--- config.mk ---
export PLATFORM = sky130hd
export DESIGN_NAME = lmc_lane
export DESIGN_NICKNAME = d
export VERILOG_FILES = /design/src/lmc_pkg.sv /design/src/lmc_lane.sv
export SDC_FILE = /design/constraint.sdc
export NUM_CORES = 2
export LEC_CHECK = 0
export BUFFER_PORTS_ARGS = -buffer_cell sky130_fd_sc_hd__buf_4
export CORE_MARGIN = 2
export CORE_UTILIZATION = 50
export DETAILED_ROUTE_END_ITERATION = 8
export GPL_TIMING_DRIVEN = 0
export PLACE_DENSITY = 0.66
export SLEW_MARGIN = 30
export SYNTH_ARGS = -nofsm -noshare
export SYNTH_HDL_FRONTEND = slang
export SYNTH_SLANG_ARGS = --single-unit
--- constraint.sdc ---
create_clock -name clk -period 17.1 [get_ports clk]
set_clock_uncertainty 0.05 [all_clocks]
set_input_delay 2.565 -clock clk [delete_from_list [all_inputs] [get_ports clk]]
set_output_delay 2.565 -clock clk [all_outputs]
set_load 0.005 [all_outputs]
--- src/lmc_pkg.sv ---
// ----------------------------------------------------------------------------
// lmc_pkg
// Shared types and constants for the multichannel LMS canceller.
// ----------------------------------------------------------------------------
package lmc_pkg;

  // Width of every sample field on the channels
  localparam int FIELD_W = 16;
  // Default number of sample bits actually used
  localparam int SAMPLE_BITS_DEF = 16;
  // Auxiliary channels carried by one word (reference channel excluded)
  localparam int AUX_COUNT = 3;
  // Weight format Q16.32
  localparam int WEIGHT_W    = 48;
  localparam int WEIGHT_FRAC = 32;
  // Step shift register
  localparam int                   STEP_SHIFT_W   = 6;
  localparam logic [STEP_SHIFT_W-1:0] STEP_SHIFT_RST = STEP_SHIFT_W'(7);

  typedef enum logic [2:0] {
    ST_IDLE,
    ST_MUL,
    ST_SUM,
    ST_UPD,
    ST_WB
  } state_t;

  // Per-lane control from the sequencer
  typedef struct packed {
    logic load;    // capture auxiliary sample
    logic mul_en;  // weight times sample
    logic upd_en;  // error times sample
    logic wb_en;   // shift, add and write the weight back
  } lane_ctrl_t;

endpackage

--- src/lmc_lane.sv ---
// ----------------------------------------------------------------------------
// lmc_lane
// One auxiliary channel: holds its weight, forms weight times sample for the
// merge, and applies the LMS update with the saturated error.
// ----------------------------------------------------------------------------
module lmc_lane #(
  parameter int SAMPLE_BITS = lmc_pkg::SAMPLE_BITS_DEF
) (
  input  logic                                 clk,
  input  logic                                 rst_n,
  input  lmc_pkg::lane_ctrl_t                  ctrl,
  input  logic signed [lmc_pkg::FIELD_W-1:0]   aux_field,
  input  logic signed [SAMPLE_BITS-1:0]        err,
  input  logic [lmc_pkg::STEP_SHIFT_W-1:0]     step_shift,
  output logic signed [lmc_pkg::WEIGHT_W+SAMPLE_BITS-1:0] prod
);

  localparam int PROD_W = lmc_pkg::WEIGHT_W + SAMPLE_BITS;
  localparam int UPD_W  = 2 * SAMPLE_BITS;
  localparam int ACC_W  = lmc_pkg::WEIGHT_W + 1;
  localparam logic signed [ACC_W-1:0] W_MAX =
    ACC_W'({1'b0, {(lmc_pkg::WEIGHT_W-1){1'b1}}});
  localparam logic signed [ACC_W-1:0] W_MIN = -W_MAX - ACC_W'(1);

  logic signed [SAMPLE_BITS-1:0]       aux_r;
  logic signed [lmc_pkg::WEIGHT_W-1:0] weight_r, weight_nxt;
  logic signed [PROD_W-1:0]            prod_r;
  logic signed [UPD_W-1:0]             eprod_r;
  logic signed [UPD_W-1:0]             upd;
  logic signed [ACC_W-1:0]             acc;

  always_ff @(posedge clk) begin
    if (ctrl.load) begin
      aux_r <= aux_field[SAMPLE_BITS-1:0];
    end
    if (ctrl.mul_en) begin
      prod_r <= weight_r * aux_r;
    end
    if (ctrl.upd_en) begin
      eprod_r <= err * aux_r;
    end
  end

  // floor shift, then saturating add to the weight
  always_comb begin
    upd = eprod_r >>> step_shift;
    acc = ACC_W'(weight_r) + ACC_W'(upd);
    if (acc > W_MAX) begin
      weight_nxt = W_MAX[lmc_pkg::WEIGHT_W-1:0];
    end else if (acc < W_MIN) begin
      weight_nxt = W_MIN[lmc_pkg::WEIGHT_W-1:0];
    end else begin
      weight_nxt = acc[lmc_pkg::WEIGHT_W-1:0];
    end
  end

  always_ff @(posedge clk) begin
    if (!rst_n) begin
      weight_r <= '0;
    end else if (ctrl.wb_en) begin
      weight_r <= weight_nxt;
    end
  end

  assign prod = prod_r;

endmodule

Yosys cells after proc, flatten, opt, wreduce, memory -nomap -nowiden. Index checks and enable logic that the tools add are counted.

Add/subtract/negate cells: 1. Multipliers: 2. $lt $le $gt $ge: 2. Shift-type cells: 1. Multiplexer cells: 2.

Operator list (number): two-way mux 48 bit (2); multiplier 48 x 16 -> 64 bit (1); adder 48 x 32 -> 49 bit (1); greater-than comparator 49 x 48 -> 1 bit, second input constant (1); < comparator 49 x 48 -> 1 bit, second input constant (1); multiplier 16 x 16 -> 32 bit (1); >>> shifter 32 x 6 -> 32 bit (1).

Bits in registers: 160. Bits of input ports: 44.

Logic depth before layout (Yosys ltp).
Depth after elaboration: 5. Gate-level depth with buffers: 28. Depth with buffers taken out: 25.

Least setup slack after synthesis. OpenSTA, ideal clock, no wires.

Kind: input-to-reg. Start: input err[12]. End: register eprod_r[31] (data pin). Setup time: 0.260 ns. Data arrival time: 8.444 ns. Slack: 8.346 ns. Cell stages on the path: 25. Buffers on the path: 1. Cells stage by stage: clkbuf_1 > nand2_1 > fa_1 > inv_1 > fa_1 > inv_1 > fa_1 > inv_1 > fa_1 > inv_1 > fa_1 > inv_1 > fa_1 > ha_1 > inv_1 > o21bai_1 > a21o_1 > a2111oi_0 > o32ai_1 > a41oi_1 > a211o_1 > o2111ai_1 > a31o_2 > a21oi_1 > xnor2_1.

Word-level cells in the longest chain between the ends: 1.

RTL lines: from (decl) (line lmc_lane.sv:13) `input logic signed [SAMPLE_BITS-1:0] err,`; multiplier 16 x 16 -> 32 bit (line lmc_lane.sv:40) `eprod_r <= err * aux_r;`; to (signal assigned) (line lmc_lane.sv:40); to (decl) (line lmc_lane.sv:28) `logic signed [UPD_W-1:0] eprod_r;`.

No other way between the ends. A chain may end at the register's enable or synchronous reset.

Worst setup path after layout.
Start: input step_shift[1] (netlist bit). End: register weight_r[37] (netlist bit).

Word-level cells in the longest chain between the ends: 5. Elaborated cells between the ends (all ways): 6. Those cells by class: add/sub (1); order compare (2); shift (1); mux (2).

RTL lines: from (decl) (line lmc_lane.sv:14) `input logic [lmc_pkg::STEP_SHIFT_W-1:0] step_shift,`; >>> shifter 32 x 6 -> 32 bit * (line lmc_lane.sv:46) `upd = eprod_r >>> step_shift;`; adder 48 x 32 -> 49 bit * (line lmc_lane.sv:47) `acc = ACC_W'(weight_r) + ACC_W'(upd);`; < comparator 49 x 48 -> 1 bit (line lmc_lane.sv:50) `end else if (acc < W_MIN) begin`; two-way mux 48 bit (line lmc_lane.sv:50); two-way mux 48 bit * (line lmc_lane.sv:48) `if (acc > W_MAX) begin`; to (signal assigned) (line lmc_lane.sv:61) `weight_r <= weight_nxt;`; to (decl) (line lmc_lane.sv:26) `logic signed [lmc_pkg::WEIGHT_W-1:0] weight_r, weight_nxt;`.

Every way passes the cells marked *; elsewhere a longest branch is shown, timed or not.

==> run metrics <==
non-filler cells in the finished layout=6,456; number of flops mapped to enable cells by yosys=112; gp weighted congestion=0.977; Cell Count Post-Placement=6,419; critical-path maximum fanout=10; Layout area overhead=6.38%; kind of start point of the critical path=input pin; grt total ovfl=0; data required time at the worst endpoint=17.43 ns; Setup TNS=0 ns; starting density of the core=50.6%; Relative slew margins=25.8%; Highest Clock Rate=107 MHz; CTS tree=yes; remaining design rule violation count=0; Core Rows=110; post-synthesis cell count=5,140; Tmin final=9.37 ns; wire length on met3=12,900 um; Worst setup EP type=flip-flop; Post-Syn Nets=6,433; endpoint arrival time on the critical path=9.70 ns; post-synth design cell area=0.0456 mm2; cts bufs inserted=17; Post-CTS Hold Fix Bufs=0; count of cells resized by post-cts repair=0; post-route met1 wirelength=53,900 um; number of I/O pins=108; wire length of the first global-routing pass=213,000 um; count of input and output buffers=101; initial antenna violation count=18; sequential cell area fraction in the yosys report=9.48%; share of cells above drive strength 1=4.72%; count of clock tree sinks=160; Root Buffer=sky130_fd_sc_hd__clkbuf_16; period utilization=54.8%; class of the tightest hold or removal check=reg2reg; Mapped Avg Cell Area=8.87 um2; Met2 Routed Length=62,800 um; uppermost layer routed=met5; clock-pin transition on the worst setup and hold timing paths=0.08 ns; via count of the first global-routing pass=37,000; Final Hold Viols=0; wire length per cell after detailed routing=21.0 um; async set-reset flop share out of synthesis=0%; number of different library cells in the post-synthesis netlist=80; count of max-cap constraint violations=0; CTS Buffer Depth=2; setup repair bufs after CTS=0; Max Slew Vio Count=0; all-layer global routing usage=30.2%; height of the chip=306 um; worst-skew pair later-pin latency=0.53 ns; Final setup viols=0; total core area=0.0901 mm2; area of the die=0.0937 mm2; per-cell via count in the routed design=5.48; layout net count=6,555; half-perimeter wire length of the detailed placement result=112,000 um; TritonRoute pass-1 iters=6; total number of vias=35,400; critical path start-end classification=in2reg; number of routed nets with antenna violations=0; drt total wl=136,000 um; run status=completed; pin count of the biggest net entering global routing=65; deepest level of the CTS H-tree=4; Slew @ Worst Pin=1.11 ns; width of the chip=306 um; RSZ-0062 raised after global routing=no; Synth Register Bits=160; DRT iter0 DRCs=2,774; Synth Warn #=0; predominant post-synthesis flop cell=sky130_fd_sc_hd__edfxtp_1
[cells in the mapped netlist, drive strengths merged, types with 6 or more instances]
| cell type | number | area share (%) |
|---|---|---|
| a211oi | 22 | 0.37 |
| nand4 | 22 | 0.30 |
| and3 | 10 | 0.14 |
| a31oi | 28 | 0.40 |
| o21bai | 17 | 0.28 |
| nand3 | 21 | 0.23 |
| a21oi | 212 | 2.5 |
| and2 | 376 | 5.2 |
| o21ai | 162 | 1.8 |
| nor2 | 168 | 1.4 |
| o31ai | 12 | 0.24 |
| dfxtp | 48 | 2.1 |
| buf | 14 | 0.18 |
| or2 | 12 | 0.16 |
| o211ai | 13 | 0.21 |
| fa | 973 | 43 |
| mux4 | 12 | 0.59 |
| nand2 | 753 | 6.2 |
| a21o | 52 | 0.86 |
| edfxtp | 112 | 7.4 |
| inv | 1168 | 9.6 |
| mux2i | 28 | 0.61 |
| mux2 | 6 | 0.15 |
| xor2 | 42 | 0.81 |
| ha | 276 | 7.6 |
| xnor2 | 104 | 2.0 |
| o21a | 22 | 0.36 |
| nor2b | 25 | 0.34 |
| nand2b | 36 | 0.49 |
| maj3 | 47 | 1.1 |
| nor3 | 29 | 0.32 |
| clkbuf | 236 | 1.9 |
[flip-flops by register name, summed over array words and instances, names as in the netlist]
name	count
eprod_r	32
weight_r	48
prod	64
aux_r	16
[final timing paths]
kind,from,endpoint,slack (ns),cells after the start
max,step_shift[1],weight_r[37],7.73,24
min,weight_r[7],weight_r[7],0.69,2
max reg2reg,aux_r[11],prod[62],7.81,24
min reg2reg,weight_r[7],weight_r[7],0.69,2
[cell usage in the layout, fill, tap and decap left out, drive strengths merged, types with 5 or more instances in the layout]
master   instances
a2111oi          5
a211oi          22
a21boi           5
a21o            52
a21oi          212
a31o             5
a31oi           28
and2           376
and3            10
buf            117
clkbuf         262
dfxtp           48
diode            5
edfxtp         112
fa             973
ha             276
inv           1172
maj3            47
mux2             6
mux2i           28
mux4            12
nand2          753
nand2b          36
nand3           21
nand3b           5
nand4           22
nor2           168
nor2b           25
nor3            29
o211ai          13
o21a            22
o21ai          162
o21bai          17
o31ai           12
or2             12
xnor2          104
xor2            42
[layer usage]
metal,GRT usage (%),up-vias
met4,12.3,10
li1,-,15800
met2,48.6,1486
met1,39.0,17800
met3,7.73,335
met5,0,-
[logic make-up after synthesis]
group,count (synthesis),share of synthesized area [%]
XOR/XNOR,146,2.80
multiplexers,46,1.36
adder cells (fa/ha/maj),1296,51.4
buffers and inverters,1419,11.7
AO/OA/AOI/OAI,601,8.18
flip-flops,160,9.48
AND/OR/NAND/NOR,1472,15.1
[worst max-delay path, stage by stage]
cell	delay [ns]
sky130_fd_sc_hd__clkbuf_1	0.30
sky130_fd_sc_hd__buf_1	0.55
sky130_fd_sc_hd__clkbuf_1	0.49
sky130_fd_sc_hd__nor2_1	0.11
sky130_fd_sc_hd__mux2i_1	0.14
sky130_fd_sc_hd__o21ai_0	0.41
sky130_fd_sc_hd__mux2i_1	0.24
sky130_fd_sc_hd__nand2_1	0.11
sky130_fd_sc_hd__o21ai_0	0.10
sky130_fd_sc_hd__a21oi_1	0.32
sky130_fd_sc_hd__ha_1	0.29
sky130_fd_sc_hd__o211ai_1	0.14
sky130_fd_sc_hd__o211a_1	0.29
sky130_fd_sc_hd__o21ai_0	0.49
sky130_fd_sc_hd__a31oi_1	0.19
sky130_fd_sc_hd__a21oi_1	0.51
sky130_fd_sc_hd__o21ai_1	0.25
sky130_fd_sc_hd__a21oi_1	0.20
sky130_fd_sc_hd__o22ai_1	0.10
sky130_fd_sc_hd__xor2_1	0.56
sky130_fd_sc_hd__buf_2	0.40
sky130_fd_sc_hd__buf_1	0.57
sky130_fd_sc_hd__maj3_2	0.34
sky130_fd_sc_hd__a21oi_2	0.05
[metrics by stage]
stage	setup WS [ns]	utilization (%)	cell area (um2)	hold slack (ns)
after floorplan	8.35	-	45600	0.501
after global placement	7.35	53.1	47800	0.655
after detailed placement	7.41	53.1	47900	0.657
after CTS	7.80	53.8	48500	0.671
after global routing	7.37	53.8	48500	0.723
final	7.73	53.8	48500	0.687
[cell type report]
class	count	area, um2
clock buffers	26	564
flip-flops and latches	160	4320
inverters	1169	4390
multi-input cells	3561	35900
diodes	5	12.5
clock inverters	6	55.1
plain buffers	250	998
repair buffers	103	777
fillers	8367	41600
well taps	1176	1470
Power is left out: the tool's default activity adds up to more than one toggle a clock period on the data nets, which glitch-free logic cannot reach.
