$ cat src/lmc_pkg.sv
// ----------------------------------------------------------------------------
// lmc_pkg
// Shared types and constants for the multichannel LMS canceller.
// ----------------------------------------------------------------------------
package lmc_pkg;

  // Width of every sample field on the channels
  localparam int FIELD_W = 16;
  // Default number of sample bits actually used
  localparam int SAMPLE_BITS_DEF = 16;
  // Auxiliary channels carried by one word (reference channel excluded)
  localparam int AUX_COUNT = 3;
  // Weight format Q16.32
  localparam int WEIGHT_W    = 48;
  localparam int WEIGHT_FRAC = 32;
  // Step shift register
  localparam int                   STEP_SHIFT_W   = 6;
  localparam logic [STEP_SHIFT_W-1:0] STEP_SHIFT_RST = STEP_SHIFT_W'(7);

  typedef enum logic [2:0] {
    ST_IDLE,
    ST_MUL,
    ST_SUM,
    ST_UPD,
    ST_WB
  } state_t;

  // Per-lane control from the sequencer
  typedef struct packed {
    logic load;    // capture auxiliary sample
    logic mul_en;  // weight times sample
    logic upd_en;  // error times sample
    logic wb_en;   // shift, add and write the weight back
  } lane_ctrl_t;

endpackage

$ cat src/lmc_merge.sv
// ----------------------------------------------------------------------------
// lmc_merge
// Sums the lane products, floors to an integer, subtracts from the reference
// and saturates. Holds the error that feeds the output and the lane updates.
// ----------------------------------------------------------------------------
module lmc_merge #(
  parameter int SAMPLE_BITS = lmc_pkg::SAMPLE_BITS_DEF
) (
  input  logic                          clk,
  input  logic                          sum_en,
  input  logic signed [lmc_pkg::WEIGHT_W+SAMPLE_BITS-1:0] prod [lmc_pkg::AUX_COUNT],
  input  logic signed [SAMPLE_BITS-1:0] ref_val,
  output logic signed [SAMPLE_BITS-1:0] err,
  output logic                          sat
);

  localparam int PROD_W = lmc_pkg::WEIGHT_W + SAMPLE_BITS;
  localparam int SUM_W  = PROD_W + $clog2(lmc_pkg::AUX_COUNT + 1);
  localparam int HI_W   = SUM_W - lmc_pkg::WEIGHT_FRAC;
  localparam int ERR_W  = HI_W + 1;
  localparam logic signed [ERR_W-1:0] S_MAX = ERR_W'((1 << (SAMPLE_BITS - 1)) - 1);
  localparam logic signed [ERR_W-1:0] S_MIN = -S_MAX - ERR_W'(1);

  logic signed [SUM_W-1:0]       acc;
  logic signed [HI_W-1:0]        whole;
  logic signed [ERR_W-1:0]       diff;
  logic signed [SAMPLE_BITS-1:0] err_r, err_nxt;
  logic                          sat_r, sat_nxt;

  always_comb begin
    acc = '0;
    for (int k = 0; k < lmc_pkg::AUX_COUNT; k++) begin
      acc = acc + SUM_W'(prod[k]);
    end
    // drop the fraction bits: floor toward minus infinity
    whole = acc[SUM_W-1:lmc_pkg::WEIGHT_FRAC];
    diff  = ERR_W'(ref_val) - ERR_W'(whole);
    if (diff > S_MAX) begin
      err_nxt = S_MAX[SAMPLE_BITS-1:0];
      sat_nxt = 1'b1;
    end else if (diff < S_MIN) begin
      err_nxt = S_MIN[SAMPLE_BITS-1:0];
      sat_nxt = 1'b1;
    end else begin
      err_nxt = diff[SAMPLE_BITS-1:0];
      sat_nxt = 1'b0;
    end
  end

  always_ff @(posedge clk) begin
    if (sum_en) begin
      err_r <= err_nxt;
      sat_r <= sat_nxt;
    end
  end

  assign err = err_r;
  assign sat = sat_r;

endmodule

$ cat config.mk
export PLATFORM = sky130hd
export DESIGN_NAME = lmc_merge
export DESIGN_NICKNAME = d
export VERILOG_FILES = /design/src/lmc_pkg.sv /design/src/lmc_merge.sv
export SDC_FILE = /design/constraint.sdc
export NUM_CORES = 1
export LEC_CHECK = 0
export BUFFER_PORTS_ARGS = -buffer_cell sky130_fd_sc_hd__buf_2
export CAP_MARGIN = 20
export CORE_MARGIN = 2
export CORE_UTILIZATION = 59
export CTS_CLUSTER_DIAMETER = 40
export CTS_CLUSTER_SIZE = 30
export DETAILED_ROUTE_END_ITERATION = 6
export HOLD_SLACK_MARGIN = 0.06
export PLACE_DENSITY = 0.92
export SYNTH_ARGS = -nofsm -noshare
export SYNTH_HDL_FRONTEND = slang
export SYNTH_SLANG_ARGS = --single-unit
export TNS_END_PERCENT = 100
$ cat constraint.sdc
create_clock -name clk -period 9.7 [get_ports clk]
set_input_delay 0.485 -clock clk [delete_from_list [all_inputs] [get_ports clk]]
set_output_delay 0.485 -clock clk [all_outputs]
set_load 0.02 [all_outputs]
=== After elaboration in Yosys (flattened, before gate mapping) ===
Index checks and enable logic that the tools add are counted.

* Bits of input ports: 210
* Memory bits (writable): 0
* Output and inout port bits: 17
* Bits in latches: 0
* Bits in read-only memories: 0
* Bits in registers: 17
* Word-level logic and storage cells: 9
* Memories kept: 0

* Shift-type cells: 0
* Multipliers: 0
* Reduce and logical (&&, ||, !) cells: 0
* Add/sub/neg operators: 3
* Order comparisons: 2
* Bitwise gates (word level): 0
* Divide/modulo/power cells: 0
* Equal/unequal tests: 0
* Mux-type cells: 2

{| class="wikitable"
|+ Operator list
! kind !! number
|-
| $add A65 B64 Y66 || 1
|-
| $add A64 B64 Y65 || 1
|-
| $gt A35 B16 Y1 const B || 1
|-
| $lt A35 B16 Y1 const B || 1
|-
| $sub A16 B34 Y35 || 1
|-
| $mux W16 || 1
|-
| $mux W1 || 1
|}

=== Longest topological paths before layout ===
* Word-level depth: 5
* Depth in mapped cells: 26

=== Worst setup path after synthesis ===
No wires, ideal clock.

* Kind: input-to-reg
* Start: in prod[12] (netlist name)
* End: reg err_r[9] (netlist: err[9]) (data pin)
* Arrival time: 5.696 ns
* Path slack: 3.732 ns
* Data required time: 9.429 ns
* Stages on the path: 26
* Library setup time: 0.271 ns
* Cell sequence: inv_1 > fa_1 > inv_1 > ha_1 > a21o_1 > or2_2 > a211oi_1 > a211oi_1 > nor3b_1 > o21ai_0 > a21oi_1 > o21bai_1 > a41oi_1 > xor2_1 > ha_1 > a21oi_1 > o211ai_1 > a221oi_2 > a21bo_2 > a31oi_2 > a31oi_1 > nor3_1 > o211ai_1 > nor3_4 > buf_6 > o221ai_1

* Longest elaborated chain between the ends: 4

{| class="wikitable"
|+ Ends and longest elaborated chain
! element !! RTL line !! source
|-
| from (decl) || lmc_merge.sv:11 || <nowiki>input logic signed [lmc_pkg::WEIGHT_W+SAMPLE_BITS-1:0] prod [lmc_pkg::AUX_COUNT],</nowiki>
|-
| $add A65 B64 Y66 * || lmc_merge.sv:33 || <nowiki>acc = acc + SUM_W'(prod[k]);</nowiki>
|-
| $sub A16 B34 Y35 * || lmc_merge.sv:37 || <nowiki>diff = ERR_W'(ref_val) - ERR_W'(whole);</nowiki>
|-
| $lt A35 B16 Y1 || lmc_merge.sv:41 || <nowiki>end else if (diff < S_MIN) begin</nowiki>
|-
| $mux W16 || lmc_merge.sv:41 ||
|-
| to (signal assigned) || lmc_merge.sv:52 || <nowiki>err_r <= err_nxt;</nowiki>
|-
| to (decl) || lmc_merge.sv:27 || <nowiki>logic signed [SAMPLE_BITS-1:0] err_r, err_nxt;</nowiki>
|}

Every way passes the cells marked *; elsewhere a longest branch is shown, timed or not.
A chain may end at the register's enable or synchronous reset.

=== Worst setup path in the final report ===
* Start: in prod[3] (netlist name)
* End: reg err_r[1] (netlist: err[1]) (data pin)

Same word-level chain as after synthesis.

==> impl_metrics.yaml <==
run_status:
  outcome: "finished clean"
synthesis:
  synth_nets: 1303
  syn-mean-instance-area_um2: 7.944
  synth-edff-count: 17
  async_flop_share_pct: 0
  synth.distinct_cells: 69
  ys.warnings.count: 0
  syn_area_mm2: 0.007396
  synthCells: 931
  synth_ff_type: "edfxtp_1"
  synth_seq_cells: 17
  ys_seq_area_share_pct: 6.902
floorplan:
  dieArea_mm2: 0.01345
  num_rows: 40
  die_w_um: 116.0
  core_mm2: 0.01211
  start_util_pct: 61.06
  io_pins: 227
  fp.dieH_um: 116.0
hold_path:
  hold_path.class: "in -> reg"
  min_to: "err[10]$_SDFFCE_PN1P_"
  min_from: "sum_en"
  hold_depth: 1
detailed_routing:
  first_pass_iters: 5
  wire_per_inst_um: 15.21
  drc: 0
  wirelength_mm: 20.08
  viasPerCell: 5.961
  drtIter0Drc: 486
  vias: 7868
  ant_nets: 0
global_route:
  grt_max_degree: 20
  antenna_found_initial: 4
  grt_use_total_pct: 29.47
  grt_pass1_wl_mm: 32.88
  grt_pass1_vias: 7564
  grt.overflow.total: 0
finish:
  nets: 1521
  seq_area_um2: 510.5
  nFillCells: 981
  final_util_pct: 72.41
  multiInputGateArea_mm2: 0.006431
  layout-drive-gt1-share_pct: 21.78
  area_growth_pct: 18.58
worst_setup_path:
  end_kind: "flip-flop"
  required_ns: 9.67
  crit_path_max_fanout: 16
  critPathLaunchType: "input pin"
  critPathKind: "in -> reg"
  cp.arrival_ns: 7.09
power:
  power_density_mw_per_mm2: 214.9
  leakage_nw: 4.348
  irDropWorstVdd_mv: 0.1346
  p_total_mw: 1.885
timing:
  finalCritPeriodShare_pct: 73.49
  period_minus_slack_ns: 7.129
  setup_ws_ns: 2.571
  rsz0062_at_grt: "false"
  drv_slew: 0
  maxSlewHeadroom_pct: 43.90
  setup_tns_ns: 0
  max_slew.worst_pin.slew_ns: 0.8353
  clock.fmax_ghz: 0.1403
  setup_viol: 0
  hold_violations: 0
cts:
  clk_pin_slew_ns: 0.05
  holdBufCountCts: 0
  cts_buffers: 3
  post_cts_buffers: 0
  cts_sinks: 17
  cts_resized: 0
  clockRootBuffer: "clkbuf_16"
  cts_tree: "done"
  clockBufferDepth: 2
  htreeDepth: 1
placed_design:
  io_buffers: 226
  place_ws_ns: 2.491
  dpl.hpwl_mm: 17.45
  globalplace.congestion: 0.9353
run:
  drv_cap: 0
[metal layers]
layer / vias up / routed length (um) / track usage (%)
met5: - / 0 / 0
met4: 0 / 667 / 11.75
met3: 52 / 1327 / 3.138
met2: 326 / 10120 / 56.84
met1: 3641 / 7963 / 32.88
li1: 3849 / - / -
[worst max-delay path, cell delays in order]
cell	delay (ns)
buf_2	0.08
inv_1	0.05
fa_1	0.54
inv_1	0.04
ha_1	0.29
nand3_1	0.07
o21ai_0	0.30
a211oi_1	0.16
a211oi_1	0.34
nor3b_1	0.09
o21ai_0	0.59
a21oi_1	0.26
o21bai_1	0.32
a41oi_1	0.20
xor2_1	0.18
ha_1	0.39
a21oi_1	0.19
o211ai_1	0.11
a221oi_2	0.33
a21bo_2	0.30
a31oi_2	0.29
a31oi_1	0.15
nor3_1	0.35
o211ai_1	0.18
nor3_4	0.58
o221ai_1	0.21
[placed cells by master, fill, tap and decap left out, types with 22 or more instances in the layout]
cell / synthesis / routed
a21o_1: 38 / 38
nand2_1: 75 / 75
a21oi_1: 96 / 96
nand4_1: 23 / 23
buf_2: 3 / 226
inv_1: 99 / 99
ha_1: 98 / 98
nor3_1: 22 / 22
xnor2_1: 32 / 32
fa_1: 64 / 64
nand3_1: 35 / 35
o21ai_0: 51 / 51
nor2_1: 47 / 47
[area by class of cell]
class	instances	share of cell area (%)
multi-input cells	798	73.33
repair buffers	229	13.15
diodes	4	0.1141
flip-flops and latches	17	5.821
well taps	168	2.397
inverters	100	4.280
clock buffers	4	0.8988
[synth_stat cells (3+ instances only)]
| library cell | count | area share, % |
|---|---|---|
| inv_1 | 99 | 5.0 |
| ha_1 | 98 | 17 |
| a21oi_1 | 96 | 6.5 |
| nand2_1 | 75 | 3.8 |
| fa_1 | 64 | 17 |
| o21ai_0 | 51 | 3.5 |
| nor2_1 | 47 | 2.4 |
| a21o_1 | 38 | 3.9 |
| nand3_1 | 35 | 2.4 |
| xnor2_1 | 32 | 3.8 |
| nand4_1 | 23 | 1.9 |
| nor3_1 | 22 | 1.5 |
| nand2b_1 | 18 | 1.5 |
| xor2_1 | 18 | 2.1 |
| edfxtp_1 | 17 | 6.9 |
| o211ai_1 | 13 | 1.3 |
| o21a_1 | 13 | 1.3 |
| and3_1 | 12 | 1.0 |
| and2_1 | 11 | 0.93 |
| clkbuf_1 | 11 | 0.56 |
| nor2b_1 | 11 | 0.93 |
| o21bai_1 | 10 | 1.0 |
| a211oi_1 | 9 | 0.91 |
| a31oi_1 | 8 | 0.68 |
| o221ai_1 | 8 | 0.95 |
| and4_1 | 5 | 0.59 |
| o2111ai_1 | 5 | 0.59 |
| a41oi_1 | 4 | 0.47 |
| mux2i_1 | 4 | 0.54 |
| nand3b_1 | 4 | 0.41 |
| nor3b_1 | 4 | 0.41 |
| nor4_1 | 4 | 0.34 |
| o311a_1 | 4 | 0.54 |
| or2_2 | 4 | 0.34 |
| or3_1 | 4 | 0.34 |
| a21bo_2 | 3 | 0.41 |
| a221oi_1 | 3 | 0.36 |
| a311oi_1 | 3 | 0.36 |
| buf_2 | 3 | 0.20 |
| nor4_4 | 3 | 0.86 |
| o311ai_0 | 3 | 0.36 |
[registers in the layout (all words and copies together), names as in the netlist]
signal  count
err        16
sat         1
[how the worst max path moves through the flow]
stage                     startpoint               endpoint  slack (ns)  depth (start not counted)
after global routing         prod[3]   err[1]$_SDFFCE_PN1P_        2.16                         25
after global placement       prod[3]  err[13]$_SDFFCE_PN1P_        2.72                         25
after detailed placement     prod[3]   err[1]$_SDFFCE_PN1P_        2.49                         26
after CTS                    prod[3]   err[1]$_SDFFCE_PN1P_        2.72                         26
final                        prod[3]   err[1]$_SDFFCE_PN1P_        2.57                         26
after floorplan             prod[12]   err[9]$_SDFFCE_PN1P_        3.73                         26
[where the power goes]
group / internal [mW] / switching (mW)
clock: 0.0557 / 0.0259
sequential: 0.122 / 0.00754
combinational: 0.666 / 1.01
[cells by family after synthesis]
kind of cell               after synthesis  share of synthesized area [%]
AOI/OAI and AO/OA                      294                          26.05
adders and majority gates              162                          33.90
xor gates and xnor gates                50                          5.921
DFF                                     17                          6.902
and+or+nand+nor                        288                          20.54
buffers and inverters                  116                          6.141
muxes                                    4                         0.5414
[metrics by stage]
step / cells / hold slack (ns) / cell area [um^2]
finish: 1320 / 0.6789 / 8770
global route: 1320 / 0.7011 / 8770
CTS: 1316 / 0.6842 / 8760
detailed placement: 1312 / 0.9360 / 8681
global placement: 1312 / 0.9309 / 8681
floorplan: 931 / 0.5975 / 7396
(Power assumes the default switching activity.)
